--- src/rtl/mipmap_box_downscale_assert.svh ---
// assertion macros for the box downscaler
`ifndef MIPMAP_BOX_DOWNSCALE_ASSERT_SVH
`define MIPMAP_BOX_DOWNSCALE_ASSERT_SVH

// same-cycle implication, checked outside reset
`define MBD_ASSERT_IMP(lbl, ante, cons) \
  lbl: assert property (@(posedge clk) disable iff (rst) (ante) |-> (cons)) \
    else $error("mbd check failed");

// next-cycle implication, checked outside reset
`define MBD_ASSERT_NXT(lbl, ante, cons) \
  lbl: assert property (@(posedge clk) disable iff (rst) (ante) |=> (cons)) \
    else $error("mbd check failed");

`endif

--- src/rtl/mbd_pkg.sv ---
package mbd_pkg;

  // configuration and geometry
  localparam int MAX_WIDTH_DEF = 4096;
  localparam int MAX_HEIGHT    = 4096;
  localparam int CFG_W         = 13;
  localparam int ROW_W         = 12;
  localparam int LANES         = 4;
  localparam int NORM_LANES    = 3;

  // arithmetic widths
  localparam int FIELD_W = 10;
  localparam int SUM_W   = 12;
  localparam int SQ_W    = 16;
  localparam int S_W     = 18;
  localparam int STEP_W  = 3;

  typedef enum logic [1:0] {
    REG_WIDTH    = 2'd0,
    REG_HEIGHT   = 2'd1,
    REG_CHANNELS = 2'd2,
    REG_NORMAL   = 2'd3
  } cfg_reg_t;

  typedef enum logic [2:0] {
    ST_IDLE,
    ST_SUM,
    ST_SQ,
    ST_SSUM,
    ST_NA,
    ST_NB,
    ST_LOAD
  } state_t;

  typedef struct packed {
    logic       nm;
    logic       right;
    logic       use_mem;
    logic [1:0] shift;
  } avg_ctl_t;

  typedef struct packed {
    logic       load;
    logic       phase_a;
    logic       phase_b;
    logic [7:0] bit_mask;
  } norm_ctl_t;

endpackage

--- src/rtl/mbd_avg_lane.sv ---
module mbd_avg_lane import mbd_pkg::*; (
  input  logic [7:0]         cur,
  input  logic [7:0]         held,
  input  logic [FIELD_W-1:0] stored,
  input  avg_ctl_t           ctl,
  input  logic               enable,
  output logic [FIELD_W-1:0] pair,
  output logic [7:0]         avg
);

  logic signed [FIELD_W-1:0] lin_cur, lin_held;
  logic signed [SUM_W-1:0]   pair_s, stored_s, total, biased, quot, hq, half;

  always_comb begin
    // map to linear domain, normal mode centers on zero and doubles
    lin_cur  = ctl.nm ? {~cur[7], ~cur[7], cur[6:0], 1'b0} : {2'b00, cur};
    lin_held = ctl.nm ? {~held[7], ~held[7], held[6:0], 1'b0} : {2'b00, held};
    pair_s   = SUM_W'(lin_cur) + (ctl.right ? SUM_W'(lin_held) : SUM_W'(0));
    // stored pair sums are signed only in normal mode
    stored_s = ctl.nm ? {{(SUM_W-FIELD_W){stored[FIELD_W-1]}}, stored}
                      : {{(SUM_W-FIELD_W){1'b0}}, stored};
    total    = pair_s + (ctl.use_mem ? stored_s : SUM_W'(0));
    // divide by 1, 2 or 4 truncating toward zero
    biased   = total + (total[SUM_W-1] ? SUM_W'((1 << ctl.shift) - 1) : SUM_W'(0));
    quot     = biased >>> ctl.shift;
    // back to bytes: normal mode takes v/2 truncating toward zero plus 128
    hq       = quot + SUM_W'(quot[SUM_W-1]);
    half     = hq >>> 1;
    pair     = pair_s[FIELD_W-1:0];
    if (!enable) begin
      avg = 8'd0;
    end else if (ctl.nm) begin
      avg = half[7:0] + 8'd128;
    end else begin
      avg = quot[7:0];
    end
  end

endmodule

--- config.mk ---
export PLATFORM = sky130hd
export DESIGN_NAME = mbd_avg_lane
export DESIGN_NICKNAME = d
export VERILOG_FILES = /design/src/rtl/mipmap_box_downscale_assert.svh /design/src/rtl/mbd_pkg.sv /design/src/rtl/mbd_avg_lane.sv
export SDC_FILE = /design/constraint.sdc
export NUM_CORES = 1
export LEC_CHECK = 0
export BUFFER_PORTS_ARGS = -buffer_cell sky130_fd_sc_hd__clkbuf_2
export CAP_MARGIN = 25
export CORE_AREA = 2 2 84 86
export DETAILED_ROUTE_END_ITERATION = 7
export DIE_AREA = 0 0 86 88
export SYNTH_ARGS = -nofsm -noshare
export SYNTH_HDL_FRONTEND = slang
export SYNTH_SLANG_ARGS = --single-unit
--- constraint.sdc ---
create_clock -name vclk -period 14.4
set_input_delay 2.88 -clock vclk [all_inputs]
set_output_delay 2.88 -clock vclk [all_outputs]
set_load 0.02 [all_outputs]
==> impl_metrics.prom <==
# TYPE chip_impl_metric gauge
chip_impl_metric{name="part_of_the_yosys_area_used_for_sequential_elements",unit="%"} 0
chip_impl_metric{name="std_cell_rows",unit=""} 30
chip_impl_metric{name="critical_path_required",unit="ps"} 11520
chip_impl_metric{name="ctsHoldBuffers",unit=""} 0
chip_impl_metric{name="fmaxAchievable",unit="MHz"} 75.6
chip_impl_metric{name="initial_core_util",unit="%"} 38.8
chip_impl_metric{name="gr-usage-all-layers",unit="%"} 17.0
chip_impl_metric{name="synth.avg_cell_area",unit="um2"} 7.20
chip_impl_metric{name="path_buf_inv",unit=""} 5
chip_impl_metric{name="post_route_design_area",unit="um2"} 2890
chip_impl_metric{name="power.density_cell_area",unit="nW/um2"} 122
chip_impl_metric{name="detailed_place_hpwl",unit="um"} 5680
chip_impl_metric{name="detailed_place.area",unit="um2"} 2890
chip_impl_metric{name="final_critical_path_setup_slack",unit="ps"} 1180
chip_impl_metric{name="hold_violations",unit=""} 0
chip_impl_metric{name="route.detailed.wl_per_inst",unit="um"} 13.8
chip_impl_metric{name="post_synth_num_cell_types",unit=""} 69
chip_impl_info{name="critical_path_class",value="input port to output pin"} 1
chip_impl_metric{name="syn_std_cell_area",unit="um2"} 2580
chip_impl_info{name="yosys-top-cells-count",value="ha_1 (32), nand2_1 (26), nor2_1 (25)"} 1
chip_impl_metric{name="ioPinCount",unit=""} 50
chip_impl_metric{name="dr_total_vias",unit=""} 2730
chip_impl_metric{name="final.hold.worst_slack",unit="ps"} 6150
chip_impl_metric{name="gp_routability_congestion",unit=""} 0.867
chip_impl_metric{name="grt_pass1_vias",unit=""} 2562
chip_impl_metric{name="coreArea",unit="um2"} 6640
chip_impl_metric{name="nNetsFinal",unit=""} 467
chip_impl_metric{name="wirelength",unit="um"} 6590
chip_impl_metric{name="combinational_cell_fraction_of_total_power",unit="%"} 100.0
chip_impl_metric{name="die_height",unit="um"} 88
chip_impl_metric{name="overflow",unit=""} 0
chip_impl_metric{name="post-synth-top-area-fraction",unit="%"} 15.5
chip_impl_metric{name="p_switching",unit="uW"} 212
chip_impl_info{name="timing.critical_path.slowest_stage_cell",value="or4_4"} 1
chip_impl_info{name="synthMostInstantiatedCell",value="ha_1"} 1
chip_impl_metric{name="cts_resized",unit=""} 0
chip_impl_metric{name="sequential_power_share",unit="%"} 0
chip_impl_metric{name="drc",unit=""} 0
chip_impl_info{name="status",value="complete, no violations"} 1
chip_impl_metric{name="cts_setup_buffers",unit=""} 0
chip_impl_metric{name="die_w",unit="um"} 86
chip_impl_metric{name="fillCellCount",unit=""} 715
chip_impl_metric{name="netSwitchingFraction",unit="%"} 59.9
chip_impl_metric{name="worst_slew_pin_slew",unit="ps"} 741
chip_impl_metric{name="antenna_cells_inserted",unit=""} 0
chip_impl_metric{name="postLayoutCoreUtil",unit="%"} 43.6
chip_impl_metric{name="grt_max_degree",unit=""} 20
chip_impl_info{name="setup.worst_path.start_class",value="input port"} 1
chip_impl_info{name="path_delay_family",value="compound AO/OA/AOI/OAI gates"} 1
chip_impl_metric{name="detail_route.vias_per_cell",unit=""} 5.71
chip_impl_metric{name="drive_above_1_share",unit="%"} 20.4
chip_impl_metric{name="register_area",unit="um2"} 0
chip_impl_info{name="grt_setup_unrepaired",value="no"} 1
chip_impl_metric{name="clkbuf_count",unit=""} 0
chip_impl_metric{name="drt-initial-drc-count",unit=""} 95
chip_impl_metric{name="antenna_violations_before_repair",unit=""} 0
chip_impl_metric{name="io_port_bufs",unit=""} 50
chip_impl_metric{name="placedCellCount",unit=""} 478
chip_impl_info{name="crit_path_end_kind",value="output pin"} 1
chip_impl_metric{name="period_needed",unit="ps"} 13220
chip_impl_info{name="synth_top_cell_by_area",value="ha_1"} 1
chip_impl_metric{name="timing.max_slew.rel_slack",unit="%"} 50.5
chip_impl_metric{name="total_leakage_power",unit="nW"} 1.42
chip_impl_metric{name="maxCapViolations",unit=""} 0
chip_impl_metric{name="finalPower",unit="uW"} 353
chip_impl_metric{name="timing.final.setup_violations",unit=""} 0
chip_impl_metric{name="worstPathMaxFanout",unit=""} 19
chip_impl_metric{name="area_growth_syn_to_layout",unit="%"} 12.2
chip_impl_metric{name="finalNonFillerCells",unit=""} 478
chip_impl_metric{name="global_route_wire_length_before_repair",unit="um"} 10900
chip_impl_metric{name="antenna_violating_nets_post_route",unit=""} 0
chip_impl_metric{name="fp.dieArea",unit="um2"} 7570
chip_impl_metric{name="synth_warnings",unit=""} 0
chip_impl_metric{name="drtPass1Iterations",unit=""} 4
chip_impl_metric{name="multi_input_comb_area",unit="um2"} 2450
chip_impl_metric{name="clockPowerShare",unit="%"} 0
chip_impl_metric{name="final_min_period_over_clock_period",unit="%"} 91.8
chip_impl_metric{name="p_int",unit="uW"} 142
chip_impl_info{name="min_path_type",value="input port to output pin"} 1
chip_impl_metric{name="crit_arrival",unit="ps"} 10340
chip_impl_metric{name="seq_cells",unit=""} 0
chip_impl_info{name="synthTopCellsByArea",value="ha_1 (16%), xnor2_1 (4.4%), mux2i_1 (4.3%)"} 1
chip_impl_info{name="critical-path-top-cell-by-count",value="a21o_1"} 1
chip_impl_metric{name="ir_worst_vdd",unit="mV"} 0.0338
chip_impl_metric{name="setup_total_negative_slack",unit="ps"} 0
chip_impl_metric{name="crit_path_max_incr_delay",unit="ps"} 480
chip_impl_metric{name="final-max-slew-violation-count",unit=""} 0
chip_impl_metric{name="pre_cts_slack",unit="ps"} 1190
chip_impl_metric{name="syn-instance-count",unit=""} 358
==> final timing paths <==
path,from,end,slack (ps),depth (start not counted)
worst min-delay path,enable,avg[4],6150,3
worst max-delay path,ctl[4],avg[7],1180,37
==> layer usage <==
metal	global-route usage [%]	routed length (um)	up-vias
met2	33.8	3340	60
met1	21.3	3040	1256
met5	0	0	-
li1	-	-	1414
met4	0.577	0	0
met3	0.566	215	0
==> cells in the final DEF, fill, tap and decap left out, types with 10 or more instances in the layout <==
cell / instances
o21ai_0: 10
clkbuf_2: 50
inv_1: 21
a21oi_1: 19
nor2b_1: 15
nand2_1: 26
nor2_1: 25
xnor2_1: 13
and2_1: 15
ha_1: 32
nand3_1: 15
mux2i_1: 11
==> power by group through the flow <==
stage | Combinational (mW) | Sequential (mW) | Clock [mW]
finish | 0.353 | 0 | 0
global route | 0.394 | 0 | 0
CTS | 0.351 | 0 | 0
detailed placement | 0.349 | 0 | 0
global placement | 0.347 | 0 | 0
floorplan | 0.281 | 0 | 0
==> layout make-up <==
cell class / instances / area share (%)
Timing Repair Buffer: 51 / 8.91
Inverter: 22 / 2.85
Multi-Input combinational cell: 325 / 84.8
Tap cell: 80 / 3.46
==> cells by family after synthesis <==
| group | count (synthesis) | synth area share, % |
|---|---|---|
| buffers and inverters | 36 | 5.29 |
| multiplexers | 21 | 9.22 |
| AO/OA/AOI/OAI | 103 | 30.9 |
| adder cells (fa/ha/maj) | 35 | 17.9 |
| other | 1 | 0.145 |
| AND/OR/NAND/NOR | 141 | 29.5 |
| XOR/XNOR | 21 | 7.13 |
(Power assumes the default switching activity.)
